--- src/rtl/core/suh_pkg.sv ---
// Shared types and constants for the sample unpacker with histogram.
// Used by suh_front, suh_queue, suh_back and sample_unpack_histogram.
package suh_pkg;

  localparam int BIN_BITS = 16;
  localparam int NUM_BINS = 1 << BIN_BITS;
  localparam int COUNT_BITS = 32;
  localparam int RESULT_COUNT_BITS = 32;
  localparam int VALUE_BITS = BIN_BITS + 1;
  localparam int QUEUE_DEPTH = 4;
  localparam int QPTR_BITS = $clog2(QUEUE_DEPTH);
  localparam int QCNT_BITS = $clog2(QUEUE_DEPTH + 1);
  localparam logic [BIN_BITS-1:0] SIGN_FLIP = {1'b1, {(BIN_BITS-1){1'b0}}};

  localparam logic MODE_SAMPLE = 1'b0;
  localparam logic MODE_READ = 1'b1;

  typedef logic [COUNT_BITS-1:0] count_t;

  typedef struct packed {
    logic                mode;
    logic [BIN_BITS-1:0] word;
  } sample_t;

  typedef struct packed {
    logic signed [VALUE_BITS-1:0]   unpacked_value;
    logic [RESULT_COUNT_BITS-1:0]   bin_count;
    logic                           is_count;
  } result_t;

  typedef struct packed {
    logic                         is_read;
    logic [BIN_BITS-1:0]          bin;
    logic signed [VALUE_BITS-1:0] value;
  } op_t;

  typedef struct packed {
    logic valid;
    op_t  op;
  } qhead_t;

  function automatic logic [RESULT_COUNT_BITS-1:0] clamp_count(input count_t c);
    logic [63:0] wide;
    wide = 64'(c);
    if (wide > 64'({RESULT_COUNT_BITS{1'b1}})) begin
      return '1;
    end
    return wide[RESULT_COUNT_BITS-1:0];
  endfunction

endpackage

--- src/rtl/core/suh_front.sv ---
// Front end: holds the offset_binary register, accepts words and turns each
// into a histogram op (bin index and unpacked value). Depends on suh_pkg.
module suh_front (
  input  logic            clk,
  input  logic            rst,
  input  logic            cfg_valid,
  input  logic            cfg_data,
  input  logic            sample_valid,
  output logic            sample_stall,
  input  suh_pkg::sample_t sample,
  input  logic            queue_full,
  output logic            push,
  output suh_pkg::op_t    push_op
);

  logic offset_binary;
  logic [suh_pkg::BIN_BITS-1:0] raw;
  logic [suh_pkg::BIN_BITS-1:0] bin;
  logic signed [suh_pkg::BIN_BITS-1:0] v;

  always_ff @(posedge clk) begin
    if (rst) begin
      offset_binary <= 1'b0;
    end else if (cfg_valid) begin
      offset_binary <= cfg_data;
    end
  end

  always_comb begin
    raw = sample.word ^ (offset_binary ? suh_pkg::SIGN_FLIP : '0);
    bin = raw ^ suh_pkg::SIGN_FLIP;
    v = signed'(raw);
    push_op.is_read = (sample.mode == suh_pkg::MODE_READ);
    push_op.bin = push_op.is_read ? sample.word : bin;
    push_op.value = push_op.is_read ? '0 : signed'({v, 1'b1});
  end

  assign sample_stall = queue_full;
  assign push = sample_valid && !queue_full;

endmodule

--- config.mk ---
export PLATFORM = sky130hd
export DESIGN_NAME = suh_front
export DESIGN_NICKNAME = d
export VERILOG_FILES = /design/src/rtl/core/suh_pkg.sv /design/src/rtl/core/suh_front.sv
export SDC_FILE = /design/constraint.sdc
export NUM_CORES = 1
export LEC_CHECK = 0
export ABC_AREA = 1
export ABC_CLOCK_PERIOD_IN_PS = 2400
export BUFFER_PORTS_ARGS = -buffer_cell sky130_fd_sc_hd__buf_2
export CAP_MARGIN = 20
export CORE_AREA = 2 2 39 41
export CTS_CLUSTER_DIAMETER = 200
export DETAILED_ROUTE_END_ITERATION = 7
export DIE_AREA = 0 0 41 43
export PLACE_DENSITY = 0.8
export SETUP_SLACK_MARGIN = 0.02
export SYNTH_ARGS = -nofsm -noshare
export SYNTH_HDL_FRONTEND = slang
export SYNTH_SLANG_ARGS = --single-unit
--- constraint.sdc ---
create_clock -name clk -period 2.4 [get_ports clk]
set_input_delay 0.6 -clock clk [delete_from_list [all_inputs] [get_ports clk]]
set_output_delay 0.6 -clock clk [all_outputs]
set_load 0.03 [all_outputs]
# After elaboration in Yosys (flattened, before gate mapping)
# Index checks and enable logic that the tools add are counted.
[op_classes]
multipliers = 0
addsub = 0
eq_ne = 0
n_mux = 3
shift = 0
reduce_logical = 2
magnitude_cmp = 0
bitwise = 2
div = 0
[ops]
columns = ["op", "count"]
rows = [
  ["$mux 16", 2],
  ["$mux 17", 1],
  ["$xor 16x16->16", 1],
  ["$logic_and 1x1->1", 1],
  ["$logic_not 1->1", 1],
  ["$not 1->1", 1],
]
[totals]
mem_bits_rw = 0
latchBits = 0
romBits = 0
wordCells = 8
reg_bits = 1
n_memories = 0

# Longest topological paths before layout
# Gate-level depths: netlist of the first run.
[depth]
depth_word = 4
mapped_depth = 5

# Worst setup path before layout of the first run
# No wires, ideal clock.
[synth_timing]
kind = "input to output"
start = "input sample[16] (netlist name)"
end = "output push_op[10] (netlist name)"
path_stages = 3
required_ps = 1800
path_slack_ps = 533
arrival_time_ps = 1267
path_cell_list = "buf_6 -> buf_6 -> nor2_1"
[synth_rtl]
columns = ["item", "line", "text"]
rows = [
  ["from (decl)", "suh_front.sv:10", "input suh_pkg::sample_t sample,"],
  ["to (decl)", "suh_front.sv:13", "output suh_pkg::op_t push_op"],
]

==> run metrics, run 1 <==
Place WS around 0.57 ns; final worst-path cycle share 0.759; Top delay family on crit path buffers and inverters; Register-to-Register Path Depth 2; first-pass GRT wire length slightly below 1 mm; synth warn 0; gr usage total 0.0730; vias around 450; Max Fclk 0.549 GHz; clock transition at the registers of the reported paths 0 ns; crit path DAT 1.22 ns; #FFs+latches synth 1; most common cell after layout, fill and taps aside buf_2; CTS Hold Bufs 0; vias in the first global route 297; Final Max Slew Viols 0; Total Die Area 1760 µm²; post-route ant nets 0; dominant cells by area after synthesis buf_4 (36%), nor2_1 (19%), inv_1 (18%); total of max-cap violations 0; cts repair resizes 0; Overflow after GRT 0; Top Ports 59; post-synth top area share 0.359; Post-CTS Setup Repair Bufs 0; most used cell, CP buf_2; Final setup viols 0; Design Area, Final 523 µm²; Post-Syn Area per Cell approximately 5.6 µm²; hold depth 2; largest net degree at the start of global routing 17; Power Total 0.000163 W; Hold Crit Class register to register; initial antenna violation count 0; clock skew 0 ns; maximum VDD drop 0.141 mV; Cell Rows 14; via density per instance ~3.8; PwrDens between 300 and 400 nW/µm²; WP depth 4; later-pin clock latency in the skew report 0 ns; Starting Density 0.257; relative slew slack 0.873; Die Y 43 µm; CP max stage delay 0.20 ns; Cells after Synth 63; WL per Instance 6.71 µm; Core Box Area between 1000 and 1500 µm²; post-layout minimum cycle time 1.82 ns; die span in x between 40 and 50 µm; Biggest register offset_binary; RSZ-0062 raised after global routing false; Buf+Inv Stages, Crit Path 3; Yosys cell types 11; top flop regs offset_binary x1; Max FO, Critical Path 16; CP startpoint kind input port; DRC 0; Largest register FFs 1; outcome finished, final reports clean; Diodes inserted 0; final WL 798 µm; DRT Pass-1 Iters 1; share of cells above drive strength 1 0.612; Post-DP HPWL 744 µm; Final WS setup 0.578 ns; CP required between 1.5 and 2 ns; routability cong. between 0.6 and 0.7; synthesized cell area around 360 µm²; IO buf count 58; Iter 0 DRT Violations 0; Net Count, Synth 86; DP Area 523 µm²; critical-path cell list buf_2 > buf_4 > nor2_1 > buf_2; Crit-path slowest cell buf_2; setup TNS 0 ns; most frequent cells in the layout buf_2 (58), nor2_1 (18), inv_1 (17); pin slew with the least headroom to its limit 0.190 ns; CP Capture Type output port; worst setup path class input port to output port; Area Growth Syn to Fin 47.2%; Yosys top cell by area buf_4; layout net count between 100 and 150; Seq/Total Area, Yosys 0.0563; final hold viol count 0; Leak Pwr 0.401 nW
==> final cells by class <==
class / instances / area (µm²)
fill: 149 / 861
timing repair buffer: 59 / 298
multi-input combinational: 25 / 113
inverter: 18 / 72.6
sequential: 1 / 20.0
tap: 16 / 20.0
==> tightest hold or removal path: stages (launching register included) <==
cell,delay [ns]
dfxtp_1,0.30
nand2_1,0.07
a21oi_1,0.05
==> logic make-up after synthesis <==
logic type      share of synthesized area
buf+inv                             0.627
simple gates                        0.303
compound gates                     0.0141
flops                              0.0563
==> cell usage after synthesis <==
library cell	instances
nor2_1	18
inv_1	17
nand2_1	3
nand2_4	1
inv_6	1
a21oi_1	1
nor2_2	1
buf_4	17
dfxtp_1	1
buf_6	2
nor2_4	1
==> stage by stage <==
step | cells | hold slack [ns] | utilization
floorplan | 63 | 0.446 | -
global placement | 119 | 0.454 | 0.378
detailed placement | 119 | 0.475 | 0.378
CTS | 119 | 0.476 | 0.378
global route | 119 | 0.512 | 0.378
finish | 119 | 0.471 | 0.378
==> layer usage <==
layer | routed length [µm] | track usage
met5 | 0 | 0
met4 | 0 | 0
met3 | 143 | 0
met2 | 404 | 0.172
met1 | 250 | 0.0571
==> final timing paths <==
path                      start            end  slack (ns)
hold / removal    offset_binary  offset_binary        0.47
setup reg to reg  offset_binary  offset_binary        1.83
setup / recovery     sample[16]     push_op[9]        0.58
hold reg to reg   offset_binary  offset_binary        0.47
==> where the power goes <==
group	internal, W	switching (W)
Sequential	0.0000179	0.000000642
Combinational	0.0000445	0.000100
Clock	0	0
(Power assumes the default switching activity.)
==> run 2: changes to the inputs <==
Settings changed: ABC_CLOCK_PERIOD_IN_PS 2400 to 1620, CORE_AREA 2 2 39 41 to 2 2 42 44, DIE_AREA 0 0 41 43 to 0 0 44 46, PLACE_DENSITY 0.8 to 0.73.
Clock period 2.4 ns to 1.62 ns, I/O delays scaled along.
==> run metrics, run 2 (same netlist as run 1, synthesis figures left out) <==
outcome finished, final reports clean; clock skew 0 ns; Starting Density 0.220; combinational power share 0.888; vias 457; Design Area, Final 537 µm²; clock power share 0; most common cell after layout, fill and taps aside buf_2; Biggest register offset_binary; PwrDens 458 nW/µm²; sw frac 0.611; Crit-path slowest cell buf_2; Post-DP HPWL roughly 800 µm; Post-CTS Setup Repair Bufs 0; relative slew slack 0.877; Final Max Slew Viols 0; CP required about 1.2 ns; largest net degree at the start of global routing 14; Die Y 46 µm; CTS Hold Bufs 0; post-layout minimum cycle time 1.42 ns; Final setup viols 0; post-route ant nets 0; Hold Crit Class register to register; critical-path cell list buf_2 > buf_12 > nor2_1 > buf_2; die span in x 44 µm; crit path DAT 1.02 ns; CP startpoint kind input port; setup TNS 0 ns; DRT Pass-1 Iters 2; Core Box Area 1610 µm²; final WL 867 µm; Leak Pwr approximately 0.4 nW; most frequent cells in the layout buf_2 (58), nor2_1 (18), inv_1 (17); pin slew with the least headroom to its limit 0.185 ns; CP Capture Type output port; share of power burned in registers 0.112; Largest register FFs 1; via density per instance 3.81; routability cong. 0.609; Iter 0 DRT Violations 3; Overflow after GRT 0; Max Fclk 0.704 GHz; HP Start offset_binary; initial antenna violation count 0; final worst-path cycle share 0.877; WL per Instance between 7 and 8 µm; top flop regs offset_binary x1; maximum VDD drop 0.166 mV; Area Growth Syn to Fin 51.1%; DRC 0; most used cell, CP buf_2; IO buf count 58; later-pin clock latency in the skew report 0 ns; crit path launch sample[16]; worst setup path class input port to output port; CP max stage delay roughly 0.20 ns; layout net count between 100 and 150; share of cells above drive strength 1 0.612; RSZ-0062 raised after global routing false; first-pass GRT wire length 1.20 mm; Pint 0.0000956 W; Diodes inserted 0; final hold viol count 0; Worst R2R Start offset_binary; Cell Rows 15; Max FO, Critical Path 13; gr usage total 0.0738; sw power between 0.00015 and 0.0002 W; total of max-cap violations 0; Total Die Area 2020 µm²; vias in the first global route 303; DP Area 537 µm²; Top Ports 59; clock transition at the registers of the reported paths 0 ns; cts repair resizes 0
==> run 2: cell type report <==
cell class	instances	area, µm²
fillers	191	1080
well taps	17	21.3
multi-input cells	25	113
inverters	18	72.6
flip-flops and latches	1	20.0
repair buffers	59	310
==> run 2: worst max-delay path: cells and delay by family <==
| kind | cells | cell delay [ns] |
|---|---|---|
| buffers and inverters | 3 | 0.52 |
| and+or+nand+nor | 1 | 0.10 |
==> run 2: power groups by stage <==
stage / logic [W] / registers (W) / clock network (W)
after detailed placement: 0.000220 / 0.0000274 / 0
final: 0.000218 / 0.0000275 / 0
after CTS: 0.000221 / 0.0000275 / 0
after global routing: 0.000233 / 0.0000278 / 0
after global placement: 0.000218 / 0.0000275 / 0
after floorplan: 0.000174 / 0.0000273 / 0
==> run 2: metal layers <==
layer  wire (µm)  vias up  global-route usage
li1            -      233                   -
met4           0        0                   0
met1         288      184              0.0724
met3         164        0             0.00397
met2         413       40               0.171
met5           0        -                   0
==> run 2: per-stage QoR <==
step | std cells | setup slack [ns] | hold slack, ns | util | power [W]
2_1_floorplan | 63 | 0.143 | 0.446 | - | 0.000201
3_3_place_gp | 120 | 0.196 | 0.464 | 0.333 | 0.000245
3_5_place_dp | 120 | 0.187 | 0.464 | 0.333 | 0.000248
4_1_cts | 120 | 0.186 | 0.466 | 0.333 | 0.000248
5_1_grt | 120 | 0.142 | 0.494 | 0.333 | 0.000261
6_report | 120 | 0.199 | 0.469 | 0.333 | 0.000246
==> run 2: path summary, 6_finish.rpt <==
| kind | end | slack, ns | cells after the start |
|---|---|---|---|
| worst min-delay path | offset_binary | 0.47 | 2 |
| worst min register to register | offset_binary | 0.47 | 2 |
| worst max-delay path | push_op[15] | 0.20 | 4 |
| worst max register to register | offset_binary | 1.05 | 2 |
==> run 3: changes to the inputs <==
Settings changed: ABC_AREA 1 to default, CORE_AREA 2 2 42 44 to 2 2 41 43, DIE_AREA 0 0 44 46 to 0 0 43 45, PLACE_DENSITY 0.73 to 0.72.
==> run metrics, run 3 <==
Biggest register offset_binary; gr usage total 0.0703; via density per instance between 3 and 4; cts repair resizes 0; Final Max Slew Viols 0; routability cong. a little under 0.7; CP required 1.21 ns; most common cell after layout, fill and taps aside buf_2; initial antenna violation count 0; clock transition at the registers of the reported paths 0 ns; first-pass GRT wire length 1.12 mm; Post-CTS Setup Repair Bufs 0; #FFs+latches synth 1; relative slew slack 0.919; post-layout minimum cycle time 1.44 ns; DRT Pass-1 Iters 2; Starting Density 0.207; synth warn 0; Fillers 159; Core Box Area 1470 µm²; Iter 0 DRT Violations 1; Final WS setup 0.176 ns; Hold Crit Class register to register; Leak Pwr 0.332 nW; DRC 0; Post-Syn Area per Cell around 7.3 µm²; ys flop type dfxtp_1; Diodes inserted 0; Area Growth Syn to Fin 59.8%; Net Count, Synth 65; largest net degree at the start of global routing 12; RSZ-0062 raised after global routing false; clock power share 0; Worst R2R Start offset_binary; HP Start offset_binary; sw power 0.000142 W; Pint 0.0000962 W; post-synth top area share 0.443; IO buf count just under 60; Synth top cells by count buf_4 (18), nor2b_1 (10), and2b_1 (6); Place WS 0.172 ns; final hold viol count 0; WL per Instance 8.41 µm; Cell Rows 14; CP startpoint kind input port; Total Die Area 1940 µm²; later-pin clock latency in the skew report 0 ns; die span in x 43 µm; CP Capture Type output port; Max FO, Critical Path 9; dominant cells by area after synthesis buf_4 (44%), nor2b_1 (20%), and2b_1 (15%); Overflow after GRT 0; setup TNS 0 ns; Post-DP HPWL 793 µm; most frequent cell after synthesis buf_4; Final setup viols 0; PwrDens 488 nW/µm²; Async SR Flop Fraction 0; pin slew with the least headroom to its limit between 0.1 and 0.15 ns; Register-to-Register Path Depth 2; Top Ports just under 60; share of power burned in registers 0.117; total of max-cap violations 0; top flop regs offset_binary x1; Setup crit end push_op[32]; post-route ant nets 0; Max Fclk 0.693 GHz; vias in the first global route 305; Yosys top cell by area buf_4; vias around 380; share of cells above drive strength 1 0.711; Post-synth EDFFs 0; FF-to-FF setup slack between 1 and 1.5 ns; CTS Hold Bufs 0; sw frac 0.596; combinational power share 0.883; maximum VDD drop 0.224 mV; most frequent cells in the layout buf_2 (58), nor2b_1 (10), and2b_1 (6); clock skew 0 ns; worst setup path class input port to output port; Cells after Synth 42; final WL 833 µm; crit path launch sample[16]; outcome finished, final reports clean; Largest register FFs 1; synthesized cell area roughly 300 µm²; crit path DAT between 1 and 1.5 ns; Seq/Total Area, Yosys 0.0656; final worst-path cycle share 0.891; layout net count approximately 110; R2R Path End offset_binary; Die Y 45 µm; Yosys cell types 9
## run 3: cell type report
type                       instances  area, µm²  share of cell area
multi-input combinational         22        146               0.300
timing repair buffer              59        298               0.610
sequential                         1       20.0              0.0410
inverter                           1       3.75             0.00769
tap                               16       20.0              0.0410
## run 3: worst min path at each step
stage	cells past startpoint	endpoint	slack [ns]
CTS	2	offset_binary	0.54
detailed placement	2	offset_binary	0.54
global route	2	offset_binary	0.58
floorplan	1	offset_binary	0.48
global placement	2	offset_binary	0.53
finish	2	offset_binary	0.53
## run 3: layer usage
layer / part of all wire / up-vias / global-route usage
met4: 0 / 0 / 0
met2: 0.60 / 26 / 0.179
met3: 0.092 / 0 / 0
met1: 0.30 / 166 / 0.0602
li1: - / 192 / -
met5: 0 / - / 0
## run 3: cell families after synthesis
logic type	synth area share
buffers and inverters	0.455
DFF	0.0656
xor gates and xnor gates	0.0574
and+or+nand+nor	0.389
muxes	0.0328
## run 3: through the flow
stage / hold slack, ns / cell area (µm²) / std cells / utilization / total power (W)
final: 0.532 / 488 / 99 / 0.332 / 0.000238
after global routing: 0.581 / 488 / 99 / 0.332 / 0.000250
after floorplan: 0.477 / 305 / 42 / - / 0.000192
after CTS: 0.541 / 488 / 99 / 0.332 / 0.000240
after detailed placement: 0.538 / 488 / 99 / 0.332 / 0.000240
after global placement: 0.530 / 488 / 99 / 0.332 / 0.000239
## run 3: critical path, cell delays in order
cell and delay (ns):
buf_2 0.14, nor2_1 0.12, xor2_1 0.16, buf_2 0.21
## run 3: power by group through the flow
stage,clock [W],sequential (W),combinational [W]
after global routing,0,0.0000282,0.000222
after CTS,0,0.0000279,0.000213
after floorplan,0,0.0000277,0.000164
after global placement,0,0.0000279,0.000211
after detailed placement,0,0.0000279,0.000212
final,0,0.0000279,0.000210
