$ cat config.mk
export PLATFORM = sky130hd
export DESIGN_NAME = suh_queue
export DESIGN_NICKNAME = d
export VERILOG_FILES = /design/src/rtl/core/suh_pkg.sv /design/src/rtl/core/suh_queue.sv
export SDC_FILE = /design/constraint.sdc
export NUM_CORES = 1
export LEC_CHECK = 0
export BUFFER_PORTS_ARGS = -buffer_cell sky130_fd_sc_hd__buf_2
export CAP_MARGIN = 10
export CELL_PAD_IN_SITES_DETAIL_PLACEMENT = 1
export CELL_PAD_IN_SITES_GLOBAL_PLACEMENT = 2
export CORE_MARGIN = 3
export CORE_UTILIZATION = 44
export CTS_BUF_LIST = sky130_fd_sc_hd__clkbuf_16
export CTS_CLUSTER_DIAMETER = 30
export DETAILED_ROUTE_END_ITERATION = 16
export PLACE_DENSITY = 0.86
export SYNTH_ARGS = -nofsm -noshare
export SYNTH_HDL_FRONTEND = slang
export SYNTH_SLANG_ARGS = --single-unit
$ cat constraint.sdc
create_clock -name clk -period 2.1 [get_ports clk]
set_input_delay 0.105 -clock clk [delete_from_list [all_inputs] [get_ports clk]]
set_output_delay 0.105 -clock clk [all_outputs]
set_load 0.02 [all_outputs]
$ cat src/rtl/core/suh_pkg.sv
// Shared types and constants for the sample unpacker with histogram.
// Used by suh_front, suh_queue, suh_back and sample_unpack_histogram.
package suh_pkg;

  localparam int BIN_BITS = 16;
  localparam int NUM_BINS = 1 << BIN_BITS;
  localparam int COUNT_BITS = 32;
  localparam int RESULT_COUNT_BITS = 32;
  localparam int VALUE_BITS = BIN_BITS + 1;
  localparam int QUEUE_DEPTH = 4;
  localparam int QPTR_BITS = $clog2(QUEUE_DEPTH);
  localparam int QCNT_BITS = $clog2(QUEUE_DEPTH + 1);
  localparam logic [BIN_BITS-1:0] SIGN_FLIP = {1'b1, {(BIN_BITS-1){1'b0}}};

  localparam logic MODE_SAMPLE = 1'b0;
  localparam logic MODE_READ = 1'b1;

  typedef logic [COUNT_BITS-1:0] count_t;

  typedef struct packed {
    logic                mode;
    logic [BIN_BITS-1:0] word;
  } sample_t;

  typedef struct packed {
    logic signed [VALUE_BITS-1:0]   unpacked_value;
    logic [RESULT_COUNT_BITS-1:0]   bin_count;
    logic                           is_count;
  } result_t;

  typedef struct packed {
    logic                         is_read;
    logic [BIN_BITS-1:0]          bin;
    logic signed [VALUE_BITS-1:0] value;
  } op_t;

  typedef struct packed {
    logic valid;
    op_t  op;
  } qhead_t;

  function automatic logic [RESULT_COUNT_BITS-1:0] clamp_count(input count_t c);
    logic [63:0] wide;
    wide = 64'(c);
    if (wide > 64'({RESULT_COUNT_BITS{1'b1}})) begin
      return '1;
    end
    return wide[RESULT_COUNT_BITS-1:0];
  endfunction

endpackage

$ cat src/rtl/core/suh_queue.sv
// Short op queue between front and back end.
// Depends on suh_pkg for op_t and queue sizing.
module suh_queue (
  input  logic            clk,
  input  logic            rst,
  input  logic            push,
  input  suh_pkg::op_t    push_op,
  output logic            full,
  input  logic            pop,
  output suh_pkg::qhead_t head
);

  suh_pkg::op_t entries [suh_pkg::QUEUE_DEPTH];
  logic [suh_pkg::QPTR_BITS-1:0] wr_ptr;
  logic [suh_pkg::QPTR_BITS-1:0] rd_ptr;
  logic [suh_pkg::QCNT_BITS-1:0] count;

  always_ff @(posedge clk) begin
    if (push) begin
      entries[wr_ptr] <= push_op;
    end
  end

  always_ff @(posedge clk) begin
    if (rst) begin
      wr_ptr <= '0;
      rd_ptr <= '0;
      count <= '0;
    end else begin
      if (push) begin
        wr_ptr <= wr_ptr + 1'b1;
      end
      if (pop) begin
        rd_ptr <= rd_ptr + 1'b1;
      end
      if (push && !pop) begin
        count <= count + 1'b1;
      end else if (pop && !push) begin
        count <= count - 1'b1;
      end
    end
  end

  assign full = (count == suh_pkg::QCNT_BITS'(suh_pkg::QUEUE_DEPTH));
  assign head.valid = (count != '0);
  assign head.op = entries[rd_ptr];

endmodule

Word-level counts from Yosys, hierarchy flattened

Memory sizes are Yosys's and may differ from the RTL's. A register that Yosys moved wholly into a read port is not among the register bits.
Index checks and enable logic that the tools add are counted.

Input port bits: 38
Register bits: 7
Word-level logic and storage cells: 21
Memories kept: 1
RAM bits: 136

Eq/ne operators: 1
$add $sub $neg: 4
Muxes and demuxes: 6
Reductions and logical operators: 6

Memories:

| memory  | words | bits a word | rd ports | clocked after memory_dff | write ports | RTL line        | RTL |
|---|---|---|---|---|---|---|---|
| entries | 4     | 34          | 1        | 1                        | 1           | suh_queue.sv:13 | `suh_pkg::op_t entries [suh_pkg::QUEUE_DEPTH];` |

Operators by type and width:

| cell                                             | number |
|---|---|
| 2-to-1 mux 3 bit                                 | 2 |
| adder 2 x 1 -> 2 bit, second input constant      | 2 |
| 2-to-1 mux 2 bit                                 | 2 |
| adder 3 x 1 -> 3 bit, second input constant      | 1 |
| equality test 3 bit, second input constant       | 1 |
| nonzero test 3 bit                               | 1 |
| subtractor 3 x 1 -> 3 bit, second input constant | 1 |
| logical AND 1 bit                                | 2 |
| zero test 1 bit                                  | 2 |
| 2-to-1 mux 1 bit                                 | 2 |
| nonzero test 2 bit                               | 1 |

Logic depth before layout (Yosys ltp)

Gate-level depths: netlist of the first run.

Word-level depth: 4
Depth in mapped cells: 7
Mapped depth without buffers: 7

Least setup slack after synthesis of the first run

OpenSTA, ideal clock, no wires.

Path type: reg-to-reg
Start point: register wr_ptr[0] in the netlist's numbering
End point: memory entries[2][0] in the netlist's numbering, enable pin
Arrival time: 1376 ps
Setup slack: 329 ps
Library setup time: 394 ps
Stages on the path, launching flop included: 4
Cell sequence: dfxtp_1 -> inv_1 -> ha_1 -> and2_1

RTL lines:

| element                | RTL line        | RTL |
|---|---|---|
| start, declared        | suh_queue.sv:14 | `logic [suh_pkg::QPTR_BITS-1:0] wr_ptr;` |
| start signal, assigned | suh_queue.sv:31 | `wr_ptr <= wr_ptr + 1'b1;` |
| end, declared          | suh_queue.sv:13 |  |

Straight into the memory's write port.

==> results of run 1 <==
## cell usage in the layout (no fill, tap or decap)
cell,Yosys,layout
clkinv_4,0,1
dlygate4sd3_1,0,35
clkinvlp_4,0,1
buf_12,3,6
diode_2,0,1
mux4_1,4,4
edfxtp_1,136,136
nand2_1,1,1
clkinv_1,0,1
fa_1,1,1
nor3b_1,1,1
o21ai_0,1,1
buf_2,3,73
or3_1,2,2
xnor2_1,2,2
clkinv_2,0,4
and2_2,0,4
nor2_1,7,7
dfxtp_1,9,7
dfxtp_2,0,2
xor2_1,3,3
inv_1,4,10
clkbuf_16,0,17
mux4_2,30,30
ha_1,5,5
a21oi_1,1,1
buf_4,0,1
mux2i_1,2,2
## routing by layer
layer  up-vias  track usage  routed length [um]  part of all wire
met4         0      0.05505                 121             0.012
met5         -            0                   0                 0
li1       1173            -                   -                 -
met3        11      0.05907                 378             0.037
met2        62       0.2712                5247              0.52
met1      1305       0.1984                4437              0.44
## worst paths after layout
| check | startpoint | end | slack [ns] | cells past startpoint |
|---|---|---|---|---|
| worst max-delay path | flop | head[29] | 0.20 | 3 |
| worst min-delay path | pop | rd_ptr[0] | 0.02 | 3 |
| worst max register to register | wr_ptr[0] | entries[2][28] | 0.60 | 4 |
| worst min register to register | count[2] | count[2] | 0.51 | 2 |
## power by group through the flow
stage	logic [mW]	registers [mW]	clock network [mW]
2_1_floorplan	0.496	3.41	0
5_1_grt	0.846	3.39	2.68
3_3_place_gp	0.728	3.42	0
3_5_place_dp	0.744	3.43	0
4_1_cts	0.796	3.38	2.55
6_report	0.778	3.37	2.48
## stage by stage
stage          total power, mW  instances  instance area (um^2)
2_1_floorplan            3.904        222                  5385
3_3_place_gp             4.150        436                  5971
3_5_place_dp             4.178        436                  5971
4_1_cts                  6.718        501                  6809
5_1_grt                  6.913        502                  6812
6_report                 6.631        502                  6812
## state kept, by name, summed over array words and instances (netlist names), named ones only
register / cells
count: 3
wr_ptr: 2
rd_ptr: 2
entries: 136
## critical path, cell delays in order (launching register included)
cell and delay [ns]:
dfxtp_2 0.35, buf_12 0.24, mux4_1 0.61, buf_2 0.18
## logic make-up after synthesis
group | Yosys count | share of synthesized area
compound gates | 2 | 0.001857
flops | 145 | 0.7918
mux | 36 | 0.1487
buf+inv | 13 | 0.02021
simple gates | 15 | 0.01394
xor+xnor | 5 | 0.008133
fa+ha+maj | 6 | 0.01533
## area by class of cell
| cell class | instances | share of cell area |
|---|---|---|
| flip-flops and latches | 145 | 0.6264 |
| repair buffers | 115 | 0.1238 |
| well taps | 143 | 0.02627 |
| clock buffers | 17 | 0.06245 |
| multi-input cells | 64 | 0.1493 |
| diodes | 1 | 0.0003674 |
| inverters | 4 | 0.002204 |
| clock inverters | 13 | 0.009184 |
## timing repair
item	CTS	global route
endpoints found under the setup margin	0	0
endpoints found under the hold margin	145	0
hold buffers	35	0
==> results.cfg, run 1 <==
[status]
status = finished, final reports clean

[timing]
fin_setup_tns_ns = 0
drv_slew = 0
layout_min_cycle_time_ns = 1.905
clock.fmax_mhz = 525.0
fin_ws_ns = 0.1953
maxSlewHeadroom = 0.7580
setup_viol = 0
rsz0062_at_grt = false
clock_skew_ns = 0.006816
period_share = 0.9070
tightest_slew_ns = 0.3629
worst_hold_slack_ns = 0.01846
final-hold-violation-count = 0

[logic_synthesis]
ys_top_cells_by_count = 136 x edfxtp_1, 30 x mux4_2, 9 x dfxtp_1, 7 x nor2_1, 5 x ha_1
netlist_area_um2 = 5385
yosysSeqAreaShare = 0.7918
syn-num-nets = 266
synth_area_leaders = edfxtp_1 76%, mux4_2 13%, dfxtp_1 3.3%
yosysWarnings = 0
synthDistinctLibCells = 21
avgSynthCellArea_um2 = 24.26
synthCells = 222
ys_seq_elements = 145
synth_edf_count = 136
synth_most_common_cell = edfxtp_1
netlist.area_leader.share = 0.7584
synth_flop_cell = edfxtp_1
yosys.area.top_type = edfxtp_1
synth_async_sr_flop_share = 0

[placement]
io_buffers = 73
gp_congestion = 0.6592
dpl.hpwl_um = 6210
preCtsSetupSlack_ns = 0.4874

[floorplanning]
ios = 74
fp.dieW_um = 116.6
initial_core_util = 0.4598
dieArea_um2 = 13600
core-area_um2 = 11710
rows = 39
fp.dieH_um = 116.6

[finish]
ff_latch_area_um2 = 4267
area_growth_pct = 26.49
drive_gt1_frac = 0.3883
nets = 391
multi_input_area_um2 = 1017
fin_util = 0.5816
fillers = 1009

[clock_network]
ctsResizeCount = 0
clock_sinks = 145
post_cts_buffers = 0
cts_root_buf = clkbuf_16
htree_num_levels = 4
cts_tree = yes
clk_path_buf_depth = 2
cts.clk_slew.worst_paths_ns = 0.06
clk_latency_ns = 0.41
cts_buffers = 17

[grt]
grt_pass1_vias = 2894
grt_usage = 0.1627
overflow = 0
antenna_found_initial = 1
grt_max_degree = 35
grt_pass1_wl_um = 15590

[power]
clkPwrFrac = 0.374
power_switching_mw = 1.508
power.leakage_nw = 2.406
ir_drop_uv = 627.6
comb_power_share = 0.117
seq_power_share = 0.509
p_per_area_nw_per_um2 = 973.4
internal-power_mw = 5.123
sw_frac_of_total = 0.2274

[critical_path]
cp_data_arrival_time_ns = 1.80
criticalPathCategory = reg -> out
cp.required_ns = 2.00
worstSetupStartpointType = flop
cp-end-kind = output pin
critical_path_peak_fanout = 27

[run]
max_cap_viol_count = 0

[detailed_routing]
num_vias = 2551
drt-total-wl_um = 10190
drtPass1Iterations = 4
drc = 0
ant_nets = 0
drt_iter0_markers = 135
viasPerCell = 5.082
wl_per_cell_um = 20.29

[hold_path]
hp-class = in -> reg
No activity file was read; power rests on OpenSTA's default activity.
==> run 2, diff against run 1 <==
CORE_MARGIN = 2   (was 3)
==> results.cfg, run 2 (synthesis results as in run 1) <==
[status]
status = finished, final reports clean

[grt]
overflow = 0
grt_pass1_wl_um = 15320
antenna_found_initial = 0
grt_pass1_vias = 2872
grt_max_degree = 30
grt_usage = 0.1625

[finish]
stdcell_area_um2 = 6898
largest_reg_flops = 136
top_regs = entries: 136 flops, count: 3 flops
nets = 392
antenna_cells = 0
fillers = 1026
multi_input_area_um2 = 1017
drive_gt1_frac = 0.3878
final_common_cell = edfxtp_1
area_growth_pct = 28.09
layout_common_cells = 136 x edfxtp_1, 73 x buf_2, 35 x dlygate4sd3_1
regMostFlops = entries
ff_latch_area_um2 = 4267

[floorplanning]
dieArea_um2 = 13140
rows = 40
ios = 74
core-area_um2 = 11960
initial_core_util = 0.4502
fp.dieW_um = 114.6
fp.dieH_um = 114.6

[critical_path]
critical_path_peak_fanout = 24
critPathCapture = head[29]
cp_slowest_stage_delay_ns = 0.61
r2r_slack_ns = 0.60
criticalPathCategory = reg -> out
cp_data_arrival_time_ns = 1.78
slowest_stage = mux4_1
cp.required_ns = 2.00
crit_chain = buf_12, mux4_1, buf_2
worstSetupStartpointType = flop
cp-end-kind = output pin
reg2regPathDepth = 4
r2r-start = wr_ptr[0]
worstReg2RegEnd = entries[2][6]

[detailed_routing]
drc = 0
num_vias = 2577
ant_nets = 0
drt-total-wl_um = 9704
viasPerCell = 5.073
drt_iter0_markers = 139
drtPass1Iterations = 4
wl_per_cell_um = 19.10

[placement]
place_area_um2 = 5983
io_buffers = 73
gp_congestion = 0.6850
dpl.hpwl_um = 6092

[clock_network]
ctsResizeCount = 0
cts_root_buf = clkbuf_16
cts_buffers = 17
cts.clk_slew.worst_paths_ns = 0.05
htree_num_levels = 4
ctsHoldBuffers = 35
cts_tree = yes
post_cts_buffers = 0
clk_latency_ns = 0.40
clk_path_buf_depth = 2
clock_sinks = 145

[timing]
rsz0062_at_grt = false
clock_skew_ns = 0.006029
fin_setup_tns_ns = 0
clock.fmax_mhz = 530.8
drv_slew = 0
maxSlewHeadroom = 0.7701
final-hold-violation-count = 0
tightest_slew_ns = 0.3449
layout_min_cycle_time_ns = 1.884
setup_viol = 0
period_share = 0.8971

[power]
p_per_area_nw_per_um2 = 1014
power.leakage_nw = 2.456
ir_drop_uv = 488.3

[run]
max_cap_viol_count = 0

[hold_path]
hp-class = in -> reg
[run 2: per-stage QoR]
stage	power [mW]	util	hold WS, ns	cells	setup slack [ns]
after floorplan	3.904	-	0.2039	222	0.3293
after global placement	4.152	0.5002	0.3157	441	0.5305
after detailed placement	4.175	0.5002	0.3205	441	0.4672
after CTS	7.074	0.5767	0.002400	508	0.1817
after global routing	7.244	0.5767	0.02593	508	0.1295
final	6.994	0.5767	0.01765	508	0.2161
[run 2: power breakdown]
part | total, mW | switching [mW] | internal, mW
Sequential | 3.37 | 0.0527 | 3.32
Clock | 2.84 | 1.03 | 1.82
Combinational | 0.781 | 0.425 | 0.356
[run 2: worst min-delay path by stage]
stage                     startpoint       endpoint  slack (ns)  cells after the start
after floorplan           push_op[0]  entries[0][0]        0.20                      0
after global placement    push_op[3]  entries[0][3]        0.32                      1
after detailed placement  push_op[7]  entries[2][7]        0.32                      1
after CTS                        pop      rd_ptr[0]       0.002                      3
after global routing             pop      rd_ptr[0]        0.03                      3
final                            pop      rd_ptr[0]        0.02                      3
[run 2: layer usage]
metal | track usage | up-vias | share of wire
li1 | - | 1177 | -
met1 | 0.2043 | 1316 | 0.43
met2 | 0.2635 | 70 | 0.51
met3 | 0.05188 | 14 | 0.047
met4 | 0.06504 | 0 | 0.015
met5 | 0 | - | 0
[run 2: cell type report]
class	instances	share of cell area
Tap cell	147	0.02666
Multi-Input combinational cell	64	0.1475
Sequential cell	145	0.6185
Clock buffer	17	0.06167
Inverter	4	0.002177
Clock inverter	15	0.02013
Timing Repair Buffer	116	0.1233
[run 2: critical path: cells and delay by family, from the launching register on]
kind     cells  cell delay [ns]
flops        1             0.35
mux          1             0.61
buf+inv      2             0.41
==> run 3, diff against run 2 <==
HOLD_SLACK_MARGIN = 0.05   (was default)
==> results.cfg, run 3 (synthesis results as in run 1) <==
[clock_network]
clock_sinks = 145
post_cts_buffers = 0
htree_num_levels = 4
clk_latency_ns = 0.41
clk_path_buf_depth = 2
cts.clk_slew.worst_paths_ns = 0.05
cts_root_buf = clkbuf_16
ctsResizeCount = 0
cts_tree = yes
ctsHoldBuffers = 38
cts_buffers = 17

[critical_path]
worstSetupStartpointType = flop
cp-end-kind = output pin
critical_path_peak_fanout = 24
r2r-start = wr_ptr[0]
cp_data_arrival_time_ns = 1.78
cp.required_ns = 2.00
criticalPathCategory = reg -> out

[timing]
setup_viol = 0
layout_min_cycle_time_ns = 1.885
worst_hold_slack_ns = 0.4472
fin_setup_tns_ns = 0
maxSlewHeadroom = 0.7709
tightest_slew_ns = 0.3437
final-hold-violation-count = 0
clock.fmax_mhz = 530.5
clock_skew_ns = 0.005985
drv_slew = 0
rsz0062_at_grt = false
period_share = 0.8977

[finish]
regMostFlops = entries
largest_reg_flops = 136
antenna_cells = 0
stdcell_area_um2 = 6928
final_common_cell = edfxtp_1
area_growth_pct = 28.65
nets = 395
fillers = 1025
top_regs = entries: 136 flops, count: 3 flops
drive_gt1_frac = 0.3846
multi_input_area_um2 = 1017
ff_latch_area_um2 = 4267
layout_common_cells = 136 x edfxtp_1, 73 x buf_2, 38 x dlygate4sd3_1

[detailed_routing]
num_vias = 2586
drtPass1Iterations = 4
wl_per_cell_um = 19.04
drt_iter0_markers = 134
viasPerCell = 5.061
drc = 0
drt-total-wl_um = 9731
ant_nets = 0

[floorplanning]
core-area_um2 = 11960
ios = 74
fp.dieH_um = 114.6
fp.dieW_um = 114.6
rows = 40
initial_core_util = 0.4502
dieArea_um2 = 13140

[placement]
place_area_um2 = 5983
gp_congestion = 0.6850
dpl.hpwl_um = 6092
io_buffers = 73

[grt]
grt_pass1_wl_um = 15310
grt_max_degree = 30
overflow = 0
antenna_found_initial = 0
grt_pass1_vias = 2879
grt_usage = 0.1622

[status]
status = finished, final reports clean

[hold_path]
hp-class = in -> reg
min_from = push_op[16]

[run]
max_cap_viol_count = 0

[power]
ir_drop_uv = 490.0
power.leakage_nw = 2.470
p_per_area_nw_per_um2 = 1011
[run 3: changes by cell type in the layout (fill, tap and decap cells not counted), sizes merged]
cell and delta:
dlygate4sd3 +3
[run 3: where the power goes]
part	leakage [nW]	switching, mW	total [mW]	internal (mW)
Clock	0.308	1.03	2.85	1.82
Sequential	1.32	0.0527	3.37	3.32
Combinational	0.838	0.425	0.786	0.361
Total	2.47	1.51	7.00	5.50
[run 3: final timing paths]
path,endpoint,slack (ns),cells after the start
hold reg to reg,count[2],0.51,2
setup / recovery,head[29],0.21,3
setup reg to reg,entries[2][6],0.59,4
hold / removal,entries[2][16],0.45,2
[run 3: per-stage QoR]
stage          power [mW]  cells  setup slack (ns)    util
2_1_floorplan       3.904    222            0.3293       -
4_1_cts             7.080    511            0.1817  0.5792
3_3_place_gp        4.152    441            0.5305  0.5002
3_5_place_dp        4.175    441            0.4672  0.5002
6_report            7.004    511            0.2149  0.5792
5_1_grt             7.249    511            0.1295  0.5792
[run 3: area by class of cell]
| class | count | area share |
|---|---|---|
| Clock inverter | 15 | 0.02005 |
| Multi-Input combinational cell | 64 | 0.1468 |
| Clock buffer | 17 | 0.06141 |
| Sequential cell | 145 | 0.6159 |
| Tap cell | 147 | 0.02655 |
| Timing Repair Buffer | 119 | 0.1271 |
| Inverter | 4 | 0.002167 |
[run 3: worst max-delay path, stage by stage, from the launching register on]
cell     delay [ns]
dfxtp_2        0.35
buf_12         0.23
mux4_1         0.61
buf_2          0.18
[run 3: routing by layer]
metal,part of all wire,up-vias,global-route usage
li1,-,1182,-
met1,0.42,1317,0.2032
met2,0.51,70,0.2643
met3,0.045,17,0.05135
met4,0.017,0,0.06504
met5,0,-,0
